==> src/rtl/xlle_pkg.sv <==
// Package for the XOR-linked list engine: field widths, operation codes,
// sequencer states, write plans and the memory command struct.
// No dependencies.
package xlle_pkg;

    localparam int unsigned INDEX_W        = 8;
    localparam int unsigned LINK_W         = 8;
    localparam int unsigned NODE_COUNT_DEF = 256;

    typedef enum logic [1:0] {
        OP_APPEND        = 2'd0,
        OP_REMOVE_AFTER  = 2'd1,
        OP_REMOVE_BEFORE = 2'd2,
        OP_READ_LINK     = 2'd3
    } t_op;

    typedef enum logic [2:0] {
        ST_CLEAR,
        ST_IDLE,
        ST_READ_C,
        ST_READ_P,
        ST_READ_NX,
        ST_WRITE,
        ST_RESULT
    } t_state;

    typedef enum logic [2:0] {
        PL_APP_HEAD,
        PL_APP_TAIL,
        PL_APP_MID,
        PL_REM_HEAD,
        PL_REM_NOOP,
        PL_REM_TAIL,
        PL_REM_MID
    } t_plan;

    typedef struct packed {
        logic wr_en;
        logic rd_en;
    } t_mem_cmd;

    function automatic logic index_ok(input logic [INDEX_W-1:0] idx,
                                      input int unsigned count);
        return (idx != '0) && (32'(idx) < count);
    endfunction

endpackage

==> src/rtl/xlle_link_mem.sv <==
// Single-port link memory of the XOR-linked list engine with a clearing sweep after reset.
// Null and out-of-range indices read as zero and drop writes.
// Depends on xlle_pkg.
module xlle_link_mem #(
    parameter int unsigned NODE_COUNT = xlle_pkg::NODE_COUNT_DEF
) (
    input  logic                           i_clk,
    input  logic                           i_rst_n,
    input  xlle_pkg::t_mem_cmd             i_cmd,
    input  logic [xlle_pkg::INDEX_W-1:0]   i_index,
    input  logic [xlle_pkg::LINK_W-1:0]    i_wdata,
    output logic [xlle_pkg::LINK_W-1:0]    o_rdata,
    output logic                           o_ready
);

    localparam int unsigned AW = $clog2(NODE_COUNT);

    logic [xlle_pkg::LINK_W-1:0] r_mem [NODE_COUNT];
    logic [xlle_pkg::LINK_W-1:0] r_rdata;
    logic                        r_rd_ok;
    logic [AW-1:0]               r_clr_addr;
    logic                        r_clearing;
    logic                        w_idx_ok;
    logic [AW-1:0]               w_addr;

    assign w_idx_ok = xlle_pkg::index_ok(i_index, NODE_COUNT);
    assign w_addr   = AW'(i_index);
    assign o_rdata  = r_rd_ok ? r_rdata : '0;
    assign o_ready  = !r_clearing;

    always_ff @(posedge i_clk) begin
        if (!i_rst_n) begin
            r_clearing <= 1'b1;
            r_clr_addr <= '0;
        end else if (r_clearing) begin
            if (r_clr_addr == AW'(NODE_COUNT - 1)) begin
                r_clearing <= 1'b0;
            end
            r_clr_addr <= r_clr_addr + 1'b1;
        end
    end

    always_ff @(posedge i_clk) begin
        if (r_clearing) begin
            r_mem[r_clr_addr] <= '0;
        end else if (i_cmd.wr_en && w_idx_ok) begin
            r_mem[w_addr] <= i_wdata;
        end
        if (i_cmd.rd_en) begin
            r_rdata <= r_mem[w_addr];
            r_rd_ok <= w_idx_ok;
        end
    end

endmodule

==> src/rtl/xlle_seq.sv <==
// Operation sequencer of the XOR-linked list engine: reads the links, plans and issues
// the writes, tracks the resulting link of the node and holds the result register.
// Depends on xlle_pkg.
module xlle_seq #(
    parameter int unsigned NODE_COUNT = xlle_pkg::NODE_COUNT_DEF
) (
    input  logic                           i_clk,
    input  logic                           i_rst_n,
    input  logic                           i_s_axis_tvalid,
    output logic                           o_s_axis_tready,
    input  logic [23:0]                    i_s_axis_tdata,
    input  logic [1:0]                     i_s_axis_tuser,
    output logic                           o_m_axis_tvalid,
    input  logic                           i_m_axis_tready,
    output logic [15:0]                    o_m_axis_tdata,
    output xlle_pkg::t_mem_cmd             o_mem_cmd,
    output logic [xlle_pkg::INDEX_W-1:0]   o_mem_index,
    output logic [xlle_pkg::LINK_W-1:0]    o_mem_wdata,
    input  logic [xlle_pkg::LINK_W-1:0]    i_mem_rdata,
    input  logic                           i_mem_ready
);

    localparam logic [1:0] WSTEP_LAST = 2'd2;

    xlle_pkg::t_state r_state, n_state;
    xlle_pkg::t_op    r_op, n_op;
    logic [7:0]       r_node, n_node;
    logic [7:0]       r_nb, n_nb;
    logic [7:0]       r_new, n_new;
    logic [7:0]       r_lc, n_lc;
    logic [7:0]       r_p, n_p;
    logic [7:0]       r_lp, n_lp;
    logic [7:0]       r_nx, n_nx;
    logic [7:0]       r_lnx, n_lnx;
    logic [7:0]       r_link, n_link;
    logic             r_noop, n_noop;
    logic [1:0]       r_wstep, n_wstep;
    logic             r_out_valid, n_out_valid;
    logic [7:0]       r_out_link, n_out_link;
    logic             r_out_noop, n_out_noop;

    logic             w_accept;
    logic             w_out_free;
    logic [7:0]       w_in_node;
    logic [7:0]       w_p_next;
    xlle_pkg::t_plan  w_plan;
    logic             w_en;
    logic [7:0]       w_idx;
    logic [7:0]       w_data;

    assign w_in_node       = i_s_axis_tdata[7:0];
    assign o_s_axis_tready = (r_state == xlle_pkg::ST_IDLE);
    assign w_accept        = i_s_axis_tvalid && o_s_axis_tready;
    assign w_out_free      = !r_out_valid || i_m_axis_tready;
    assign o_m_axis_tvalid = r_out_valid;
    assign o_m_axis_tdata  = {7'b0, r_out_noop, r_out_link};

    always_comb begin
        case (r_op)
            xlle_pkg::OP_REMOVE_BEFORE: w_p_next = (r_nb != '0) ? (i_mem_rdata ^ r_nb) : '0;
            default:                    w_p_next = r_nb;
        endcase
    end

    always_comb begin
        case (r_op)
            xlle_pkg::OP_APPEND: begin
                if (r_p == '0 && r_lc != '0) begin
                    w_plan = xlle_pkg::PL_APP_HEAD;
                end else if (r_lc == r_p) begin
                    w_plan = xlle_pkg::PL_APP_TAIL;
                end else begin
                    w_plan = xlle_pkg::PL_APP_MID;
                end
            end
            default: begin
                if (r_p == '0) begin
                    w_plan = (r_lc != '0) ? xlle_pkg::PL_REM_HEAD : xlle_pkg::PL_REM_NOOP;
                end else if (r_lc == r_p) begin
                    w_plan = xlle_pkg::PL_REM_TAIL;
                end else begin
                    w_plan = xlle_pkg::PL_REM_MID;
                end
            end
        endcase
    end

    // Write list of each plan, one entry per step, in the order the writes must land.
    always_comb begin
        w_en   = 1'b0;
        w_idx  = r_node;
        w_data = '0;
        case (w_plan)
            xlle_pkg::PL_APP_HEAD: begin
                w_en = 1'b1;
                case (r_wstep)
                    2'd0:    begin w_idx = r_node; w_data = r_new; end
                    2'd1:    begin w_idx = r_new;  w_data = r_node ^ r_nx; end
                    default: begin w_idx = r_nx;   w_data = r_new ^ r_lnx ^ r_node; end
                endcase
            end
            xlle_pkg::PL_APP_TAIL: begin
                case (r_wstep)
                    2'd0:    begin w_en = 1'b1; w_idx = r_node; w_data = r_p ^ r_new; end
                    2'd1:    begin w_en = 1'b1; w_idx = r_new;  w_data = r_node; end
                    default: w_en = 1'b0;
                endcase
            end
            xlle_pkg::PL_APP_MID: begin
                w_en = 1'b1;
                case (r_wstep)
                    2'd0:    begin w_idx = r_new;  w_data = r_node ^ r_nx; end
                    2'd1:    begin w_idx = r_node; w_data = r_p ^ r_new; end
                    default: begin w_idx = r_nx;   w_data = r_lnx ^ r_node ^ r_new; end
                endcase
            end
            xlle_pkg::PL_REM_HEAD: begin
                case (r_wstep)
                    2'd0:    begin w_en = 1'b1; w_idx = r_nx; w_data = r_lnx ^ r_node; end
                    default: w_en = 1'b0;
                endcase
            end
            xlle_pkg::PL_REM_TAIL: begin
                case (r_wstep)
                    2'd0:    begin w_en = 1'b1; w_idx = r_p;    w_data = r_lp ^ r_node; end
                    2'd1:    begin w_en = 1'b1; w_idx = r_node; w_data = '0; end
                    default: w_en = 1'b0;
                endcase
            end
            xlle_pkg::PL_REM_MID: begin
                case (r_wstep)
                    2'd0: begin
                        w_en   = 1'b1;
                        w_idx  = r_p;
                        w_data = r_lp ^ r_node ^ r_nx;
                    end
                    2'd1: begin
                        w_en   = 1'b1;
                        w_idx  = r_nx;
                        w_data = r_lnx ^ r_node ^ r_p;
                    end
                    default: w_en = 1'b0;
                endcase
            end
            default: w_en = 1'b0;
        endcase
    end

    always_comb begin
        n_state = r_state;
        case (r_state)
            xlle_pkg::ST_CLEAR: begin
                if (i_mem_ready) begin
                    n_state = xlle_pkg::ST_IDLE;
                end
            end
            xlle_pkg::ST_IDLE: begin
                if (i_s_axis_tvalid) begin
                    n_state = xlle_pkg::index_ok(w_in_node, NODE_COUNT) ?
                              xlle_pkg::ST_READ_C : xlle_pkg::ST_RESULT;
                end
            end
            xlle_pkg::ST_READ_C: begin
                n_state = (r_op == xlle_pkg::OP_READ_LINK) ?
                          xlle_pkg::ST_RESULT : xlle_pkg::ST_READ_P;
            end
            xlle_pkg::ST_READ_P:  n_state = xlle_pkg::ST_READ_NX;
            xlle_pkg::ST_READ_NX: n_state = xlle_pkg::ST_WRITE;
            xlle_pkg::ST_WRITE: begin
                if (r_wstep == WSTEP_LAST) begin
                    n_state = xlle_pkg::ST_RESULT;
                end
            end
            xlle_pkg::ST_RESULT: begin
                if (w_out_free) begin
                    n_state = xlle_pkg::ST_IDLE;
                end
            end
            default: n_state = xlle_pkg::ST_CLEAR;
        endcase
    end

    always_comb begin
        o_mem_cmd   = '0;
        o_mem_index = r_node;
        o_mem_wdata = w_data;
        case (r_state)
            xlle_pkg::ST_IDLE: begin
                o_mem_cmd.rd_en = 1'b1;
                o_mem_index     = w_in_node;
            end
            xlle_pkg::ST_READ_C: begin
                o_mem_cmd.rd_en = 1'b1;
                o_mem_index     = w_p_next;
            end
            xlle_pkg::ST_READ_P: begin
                o_mem_cmd.rd_en = 1'b1;
                o_mem_index     = r_nx;
            end
            xlle_pkg::ST_WRITE: begin
                o_mem_cmd.wr_en = w_en;
                o_mem_index     = w_idx;
            end
            default: o_mem_cmd = '0;
        endcase
    end

    always_comb begin
        n_op        = r_op;
        n_node      = r_node;
        n_nb        = r_nb;
        n_new       = r_new;
        n_lc        = r_lc;
        n_p         = r_p;
        n_lp        = r_lp;
        n_nx        = r_nx;
        n_lnx       = r_lnx;
        n_link      = r_link;
        n_noop      = r_noop;
        n_wstep     = r_wstep;
        n_out_valid = r_out_valid && !i_m_axis_tready;
        n_out_link  = r_out_link;
        n_out_noop  = r_out_noop;
        case (r_state)
            xlle_pkg::ST_IDLE: begin
                if (w_accept) begin
                    n_op   = xlle_pkg::t_op'(i_s_axis_tuser);
                    n_node = w_in_node;
                    n_nb   = i_s_axis_tdata[15:8];
                    n_new  = i_s_axis_tdata[23:16];
                    n_link = '0;
                    n_noop = 1'b0;
                end
            end
            xlle_pkg::ST_READ_C: begin
                n_lc   = i_mem_rdata;
                n_p    = w_p_next;
                n_nx   = i_mem_rdata ^ w_p_next;
                n_link = i_mem_rdata;
            end
            xlle_pkg::ST_READ_P: n_lp = i_mem_rdata;
            xlle_pkg::ST_READ_NX: begin
                n_lnx   = i_mem_rdata;
                n_noop  = (w_plan == xlle_pkg::PL_REM_NOOP);
                n_wstep = '0;
            end
            xlle_pkg::ST_WRITE: begin
                n_wstep = r_wstep + 1'b1;
                if (w_en && w_idx == r_node) begin
                    n_link = w_data;
                end
            end
            xlle_pkg::ST_RESULT: begin
                if (w_out_free) begin
                    n_out_valid = 1'b1;
                    n_out_link  = r_link;
                    n_out_noop  = r_noop;
                end
            end
            default: n_wstep = r_wstep;
        endcase
    end

    always_ff @(posedge i_clk) begin
        if (!i_rst_n) begin
            r_state     <= xlle_pkg::ST_CLEAR;
            r_out_valid <= 1'b0;
            r_wstep     <= '0;
        end else begin
            r_state     <= n_state;
            r_out_valid <= n_out_valid;
            r_wstep     <= n_wstep;
        end
    end

    always_ff @(posedge i_clk) begin
        r_op       <= n_op;
        r_node     <= n_node;
        r_nb       <= n_nb;
        r_new      <= n_new;
        r_lc       <= n_lc;
        r_p        <= n_p;
        r_lp       <= n_lp;
        r_nx       <= n_nx;
        r_lnx      <= n_lnx;
        r_link     <= n_link;
        r_noop     <= n_noop;
        r_out_link <= n_out_link;
        r_out_noop <= n_out_noop;
    end

endmodule

==> src/rtl/xor_linked_list_engine_core.sv <==
// Top level of the XOR-linked list engine.
// Instantiates xlle_seq and xlle_link_mem; depends on xlle_pkg.
//
// The block keeps an XOR-linked list in a pool of NODE_COUNT one-byte link words.
// Operations arrive on the slave stream: tuser carries the operation code and tdata
// carries the node, the neighbor and the new node. Each transfer yields exactly one
// result transfer on the master stream with the node's link after the operation and
// a flag that is set when removing a lone head changed nothing.
// Operations run one at a time on a single-port link memory with registered read
// data. Append and both removals pass three dependent link reads, three write slots
// and the result load before the block returns to idle and takes the next input
// transfer. A link read loads its result after the read of the node's link, and an
// operation on the null node loads it straight from idle.
// After reset the memory is cleared one entry per cycle; tready stays low until the
// sweep ends.
// The result sits in an output register, so the next operation is accepted while a
// result waits. When the receiver stalls, a finished operation holds in its last
// state until the output register frees, and tready stays low meanwhile.
module xor_linked_list_engine_core #(
    parameter int unsigned NODE_COUNT = xlle_pkg::NODE_COUNT_DEF
) (
    input  logic        i_clk,
    input  logic        i_rst_n,
    input  logic        i_s_axis_tvalid,
    output logic        o_s_axis_tready,
    input  logic [23:0] i_s_axis_tdata,   // node_index, neighbor_index, new_node
    input  logic [1:0]  i_s_axis_tuser,   // operation
    output logic        o_m_axis_tvalid,
    input  logic        i_m_axis_tready,
    output logic [15:0] o_m_axis_tdata    // link_out, was_noop, zero fill
);

    xlle_pkg::t_mem_cmd            w_mem_cmd;
    logic [xlle_pkg::INDEX_W-1:0]  w_mem_index;
    logic [xlle_pkg::LINK_W-1:0]   w_mem_wdata;
    logic [xlle_pkg::LINK_W-1:0]   w_mem_rdata;
    logic                          w_mem_ready;

    xlle_seq #(
        .NODE_COUNT (NODE_COUNT)
    ) u_seq (
        .i_clk           (i_clk),
        .i_rst_n         (i_rst_n),
        .i_s_axis_tvalid (i_s_axis_tvalid),
        .o_s_axis_tready (o_s_axis_tready),
        .i_s_axis_tdata  (i_s_axis_tdata),
        .i_s_axis_tuser  (i_s_axis_tuser),
        .o_m_axis_tvalid (o_m_axis_tvalid),
        .i_m_axis_tready (i_m_axis_tready),
        .o_m_axis_tdata  (o_m_axis_tdata),
        .o_mem_cmd       (w_mem_cmd),
        .o_mem_index     (w_mem_index),
        .o_mem_wdata     (w_mem_wdata),
        .i_mem_rdata     (w_mem_rdata),
        .i_mem_ready     (w_mem_ready)
    );

    xlle_link_mem #(
        .NODE_COUNT (NODE_COUNT)
    ) u_mem (
        .i_clk   (i_clk),
        .i_rst_n (i_rst_n),
        .i_cmd   (w_mem_cmd),
        .i_index (w_mem_index),
        .i_wdata (w_mem_wdata),
        .o_rdata (w_mem_rdata),
        .o_ready (w_mem_ready)
    );

`ifndef SYNTHESIS
    a_no_accept_while_clearing: assert property (@(posedge i_clk) disable iff (!i_rst_n)
        !w_mem_ready |-> !o_s_axis_tready)
        else $error("input accepted during the memory clearing sweep");

    a_one_op_at_a_time: assert property (@(posedge i_clk) disable iff (!i_rst_n)
        (i_s_axis_tvalid && o_s_axis_tready) |=> !o_s_axis_tready)
        else $error("new transfer accepted while an operation is in progress");

    a_noop_has_null_link: assert property (@(posedge i_clk) disable iff (!i_rst_n)
        (o_m_axis_tvalid && o_m_axis_tdata[8]) |-> (o_m_axis_tdata[7:0] == 8'd0))
        else $error("no-op result reports a non-null link");

    a_no_write_while_idle: assert property (@(posedge i_clk) disable iff (!i_rst_n)
        w_mem_cmd.wr_en |-> !o_s_axis_tready)
        else $error("link memory written while the block is idle");
`endif

endmodule

==> config.mk <==
export PLATFORM = sky130hd
export DESIGN_NAME = xor_linked_list_engine_core
export DESIGN_NICKNAME = d
export VERILOG_FILES = /design/src/rtl/xlle_pkg.sv /design/src/rtl/xlle_link_mem.sv /design/src/rtl/xlle_seq.sv /design/src/rtl/xor_linked_list_engine_core.sv
export SDC_FILE = /design/constraint.sdc
export NUM_CORES = 2
export LEC_CHECK = 0
export BUFFER_PORTS_ARGS = -buffer_cell sky130_fd_sc_hd__buf_4
export CAP_MARGIN = 5
export CORE_ASPECT_RATIO = 1.75
export CORE_MARGIN = 10
export CORE_UTILIZATION = 50
export CTS_CLUSTER_DIAMETER = 40
export DETAILED_ROUTE_END_ITERATION = 8
export PLACE_DENSITY_LB_ADDON = 0.3
export SYNTH_ARGS = -nofsm -noshare
export SYNTH_HDL_FRONTEND = slang
export SYNTH_SLANG_ARGS = --single-unit
==> constraint.sdc <==
create_clock -name i_clk -period 39 [get_ports i_clk]
set_input_delay 9.75 -clock i_clk [delete_from_list [all_inputs] [get_ports i_clk]]
set_output_delay 9.75 -clock i_clk [all_outputs]
set_load 0.02 [all_outputs]
# Word-level counts from Yosys, hierarchy flattened

Memories as Yosys holds them, arrays and structs flattened. A register that Yosys moved wholly into a read port is not among the register bits.
Index checks and enable logic that the tools add are counted.
Widths: inputs -> output; s select.

Bits in registers: 100
Bits in writable memories: 2,048
Input bits: 30
Output and inout port bits: 18
Memories: 1

Add/subtract/negate cells: 2
Equality and inequality tests: 25
Muxes and demuxes: 54
Bitwise operators: 11
Reduce and logical (&&, ||, !) cells: 30

Memory list:

| name        | depth | width | read ports | clocked after Yosys merged registers in | wr ports | line                | source |
|---|---|---|---|---|---|---|---|
| u_mem.r_mem | 256   | 8     | 1          | 1                                       | 1        | xlle_link_mem.sv:18 | `logic [xlle_pkg::LINK_W-1:0] r_mem [NODE_COUNT];` |

Operator list:

| operator            | number |
|---|---|
| $pmux 8 s2          | 7 |
| $mux 8              | 12 |
| $pmux 8 s6          | 2 |
| $xor 8x8->8         | 11 |
| $pmux 8 s4          | 1 |
| $reduce_bool 8->1   | 4 |
| $mux 3              | 10 |
| $pmux 8 s3          | 1 |
| $pmux 3 s7          | 1 |
| $eq 3x3->1 const B  | 6 |
| $eq 8x8->1          | 2 |
| $mux 1              | 15 |
| $eq 3x2->1 const B  | 4 |
| $add 8x1->8 const B | 1 |
| $eq 8x8->1 const B  | 1 |
| $logic_not 8->1     | 1 |
| $reduce_or 8->1     | 1 |
| $eq 2x2->1 const B  | 3 |
| $eq 3x1->1 const B  | 2 |
| $logic_not 3->1     | 2 |
| $ne 2x1->1 const B  | 3 |
| $ne 2x2->1 const B  | 3 |
| $reduce_and 2->1    | 3 |
| $reduce_or 3->1     | 2 |
| 15 further kinds    | 24 |

# Depth between registers and ports, before layout

Word-level depth: 14
Gate-level depth with buffers: 21
Gate-level depth less buffers: 13

# Cells and area by module

Synthesis repeated with hierarchy kept, for this count alone.

Cell total of the unflattened synthesis: 4,475
Area, all modules: 87,739.1 um^2

By module, submodules not included:

| module        | instances | cells each | area an instance (um^2) | seq. area each (um^2) |
|---|---|---|---|---|
| xlle_link_mem | 1         | 3,760      | 81,061.5                | 61,949.4 |
| xlle_seq      | 1         | 715        | 6,677.7                 | 2,642.5 |

# Worst setup path after synthesis

OpenSTA, ideal clock, no wires.

Path kind: input-to-reg
From: in i_s_axis_tdata[1]
To: mem u_mem.r_mem[0][1] (netlist name), data pin
Data arrival time: 17,537 ps
Slack: 20,000 ps
Stages on the path: 10
Path buffers: 3
Path through: a21o_1 -> o21ai_0 -> a41oi_1 -> o211ai_2 -> nand2_2 -> o41ai_4 -> buf_6 -> buf_8 -> buf_6 -> nor2b_1

Word-level cells in the longest chain between the ends: 8

RTL lines:

| item                             | line                              | source |
|---|---|---|
| start, declared                  | xor_linked_list_engine_core.sv:26 | `input logic [23:0] i_s_axis_tdata,` |
| $pmux 8 s4                       | xlle_seq.sv:187                   | `case (r_state)` |
| $reduce_bool 8->1                | xlle_pkg.sv:44                    | `return (idx != '0) && (32'(idx) < count);` |
| $logic_and 1x1->1                | xlle_link_mem.sv:46               | `end else if (i_cmd.wr_en && w_idx_ok) begin` |
| $mux 1                           | xlle_link_mem.sv:46               |  |
| $mux 1                           | xlle_link_mem.sv:44               | `if (r_clearing) begin` |
| $mux 1 (implied by the code)     | xlle_link_mem.sv:47               | `r_mem[w_addr] <= i_wdata;` |
| $reduce_or 8->1 (no source line) | n/a                               |  |
| $mux 8 (no source line)          | n/a                               |  |
| end, declared                    | xlle_link_mem.sv:18               |  |

Every way passes these cells.

# Worst setup path after layout

From: in i_s_axis_tdata[1]
To: reg u_mem.r_rdata[3] (netlist name) (read register of u_mem.r_mem), data pin

Word-level cells in the longest chain between the ends: 1

RTL lines:

| item          | line                | source |
|---|---|---|
| $pmux 8 s4    | xlle_seq.sv:187     |  |
| end, declared | xlle_link_mem.sv:19 | `logic [xlle_pkg::LINK_W-1:0] r_rdata;` |

Every way passes these cells.
A chain may end at the register's enable or synchronous reset.

==> key figures <==
Power and ir drop
  • Clock power share: 0.314
  • Cell area power density: 61.5 mW/mm^2
  • Sequential power share: 0.419
  • Net Sw Frac: 0.336
  • Lkg Pwr: 31.5 nW
  • Pint: 4.05 mW
  • Combinational Power Share: 0.267
  • Psw: 2.05 mW
  • Worst IR Drop VDD: 0.0448 mV

Timing
  • Worst Max-Slew Pin Slew: 1.43 ns
  • Endpoints failing setup: 0
  • Slew margin rel.: 0.0395
  • Total Neg Setup Slack: 0 ns
  • Fin Clk Skew: 0.0578 ns
  • Fin crit period: 16.41 ns
  • Final slew viol count: 0
  • Period utilization: 0.421
  • Count of final hold-check violations: 0
  • RSZ-0062 raised after global routing: no
  • Hold slack: 0.412 ns
  • Maximum clock frequency: 60.9 MHz

Place
  • DP HPWL: 175 mm
  • GPL Wtd Cong: 0.998
  • Placed cell areas: 0.0929 mm^2
  • PortBufs: 40

Global routing
  • GR Overflow Total: 0
  • All-Layer GR Usage: 0.273
  • Vias in the first global route: 56,400
  • First-pass GRT wire length: 397 mm
  • Largest net degree at the start of global routing: 172
  • Initial antenna violation count: 15

Clock network
  • Postcts setup bufs: 0
  • CTS tree: done
  • Cts bufs inserted: 197
  • Clk buf depth: 4
  • Clk slew on worst S/H paths: 0.07 ns
  • CTS Sinks: 2,156
  • Post_cts resized: 0
  • H-tree depth: 4
  • Worst-skew pair later-pin latency: 0.87 ns
  • CTS Hold Bufs: 0
  • Clk root buf: clkbuf_16

Worst setup path
  • Req. time, crit path: 39.69 ns
  • CP arrival: 17.10 ns
  • Crit. End Element: flip-flop
  • Max FO, Critical Path: 135
  • Worst Setup Path Type: in2reg
  • Crit start category: primary input

Die
  • # IOs: 48
  • Core area: 0.180 mm^2
  • Die Wd: 342 um
  • Die height: 583 um
  • FP Rows: 206
  • Starting density of the core: 0.503
  • Die area: 0.199 mm^2

Finish
  • Fill count: 14,300
  • Nets: 6,504
  • Fraction of layout cells with a size suffix above 1: 0.0870
  • Multi-input gate area: 0.0239 mm^2
  • Sequential cell area: 0.0646 mm^2
  • Finished Cell Area: 0.0991 mm^2
  • Area Growth Syn to Fin: 9.45%

Routing
  • Pre-antenna DRT Iters: 8
  • DR WL/cell: 30.8 um
  • Avg Vias per Cell: 6.31
  • Via count: 57,000
  • DRC marker count from the first detailed-route iteration: 5,990
  • ANT nets after route: 0
  • Post-route DRC violation count: 0
  • DRT Wirelength: 278 mm

Yosys
  • Register bit total from synthesis: 2,156
  • Mapped Area: 0.0906 mm^2
  • Most common cell in the synthesized netlist: edfxtp_1
  • Synth Flop Type: edfxtp_1
  • Sequential share of the synthesized area: 0.713
  • EDFF count, synth: 2,141
  • Syn Inst Count: 6,570
  • Synth async-reset ratio: 0
  • Syn Area/Cell: 13.8 um^2
  • Area leader, netlist: edfxtp_1
  • Synth unique cells: 99
  • Share of Yosys cell area claimed by the top area cell type: 0.710
  • Synth warn: 0
  • Commonest cells post-synth: 2,141 x edfxtp_1, 1,304 x nand2_1, 558 x mux2i_1
  • Leading post-synthesis cells by cell area: edfxtp_1 71%, mux2i_1 6.2%, nand2_1 5.4%, nand3_1 2.9%, nor2_1 1.4%

Status
  • Status: finished, final reports clean

Run
  • Max-Cap Viols: 0

Min path
  • Hold WC Path Type: reg2reg
==> sequential cells by signal, indices dropped and copies added, names as in the netlist, 2 cells and up <==
register / count
u_seq.r_nb: 8
u_seq.r_out_link: 8
u_seq.r_state: 3
u_seq.r_op: 2
u_seq.r_lnx: 8
u_seq.r_node: 8
u_seq.r_link: 8
u_seq.r_wstep: 2
u_mem.r_rdata: 8
u_seq.r_new: 8
u_mem.r_clr_addr: 8
u_mem.r_mem: 2048
u_seq.r_lp: 8
u_seq.r_p: 8
u_seq.r_lc: 8
u_seq.r_nx: 8
==> placed cells by master, fill, tap and decap left out, drive strengths merged, types with 14 or more instances in the layout <==
cell,instances
o21ai,56
nor2b,21
edfxtp,2141
and3,86
a211oi,53
a311oi,73
nor2,330
a32o,19
or2,16
xnor2,41
mux2,23
o22ai,45
or3,14
and2,16
o211ai,21
buf,153
clkinv,77
nand4,40
mux2i,558
dfxtp,15
a31oi,48
xor2,42
a22oi,21
nand3,527
a2111oi,22
a32oi,90
inv,32
nor3,46
nor4,14
o2111a,32
o31ai,15
clkbuf,237
a21oi,121
a221oi,32
nand2,1325
bufinv,17
==> layer usage <==
layer  GRT usage  share of wire  up-vias
li1            -              -    24600
met1       0.290           0.32    28300
met2       0.465           0.50     3045
met3      0.0499          0.079      966
met4       0.232           0.10        6
met5           0        0.00012        -
==> final cells by class <==
type	instances	area share
Sequential cell	2156	0.651
Clock buffer	237	0.0517
Antenna cell	12	0.000303
Timing Repair Buffer	154	0.0128
Inverter	22	0.000833
Multi-Input combinational cell	3939	0.241
Clock inverter	116	0.0112
Tap cell	2392	0.0302
==> critical path: stages <==
cell      delay [ns]
buf_4           0.10
a21o_1          0.13
o21ai_0         0.12
a41oi_2         0.79
o211a_4         0.72
buf_12          0.54
buf_4           0.74
buf_4           0.71
buf_12          0.55
buf_4           0.78
nand2_1         0.12
nand3_1         0.11
a21oi_1         0.09
or3_1           0.42
a211oi_1        0.72
o2111a_1        0.29
==> worst paths after layout <==
kind,from,end,slack (ns),depth (start not counted)
worst max-delay path,i_s_axis_tdata[1],u_mem.r_rdata[3],22.59,16
worst min-delay path,u_seq.r_link[3],u_seq.r_out_link[3],0.41,0
worst max register to register,u_seq.r_p[3],u_mem.r_rdata[3],29.70,16
worst min register to register,u_seq.r_link[3],u_seq.r_out_link[3],0.41,0
==> metrics by stage <==
step           setup WS (ns)   util  std cells  power (mW)
2_1_floorplan          20.00      -       6576        3.60
3_3_place_gp           22.07  0.515       8660        4.15
3_5_place_dp           21.88  0.515       8662        4.18
4_1_cts                22.71  0.550       9015        6.06
5_1_grt                22.33  0.550       9017        6.26
6_report               22.59  0.550       9028        6.09
==> cell families (layout without fill, tap and decap cells) <==
kind of cell / after synthesis / after routing / synth area share
AND/OR/NAND/NOR: 2494 / 2494 / 0.121
flip-flops: 2156 / 2156 / 0.713
AO/OA/AOI/OAI: 770 / 770 / 0.0665
multiplexers: 581 / 581 / 0.0645
buffers and inverters: 481 / 529 / 0.0260
XOR/XNOR: 83 / 83 / 0.00802
adder cells (fa/ha/maj): 4 / 4 / 0.000553
other: 1 / 19 / 0.0000414
==> power by group through the flow <==
| stage | Sequential [mW] | Clock, mW | Combinational, mW |
|---|---|---|---|
| floorplan | 2.58 | 0 | 1.01 |
| global placement | 2.60 | 0 | 1.55 |
| detailed placement | 2.60 | 0 | 1.58 |
| CTS | 2.55 | 1.92 | 1.58 |
| global route | 2.55 | 2.01 | 1.70 |
| finish | 2.55 | 1.91 | 1.63 |
No activity file was read; power rests on OpenSTA's default activity.
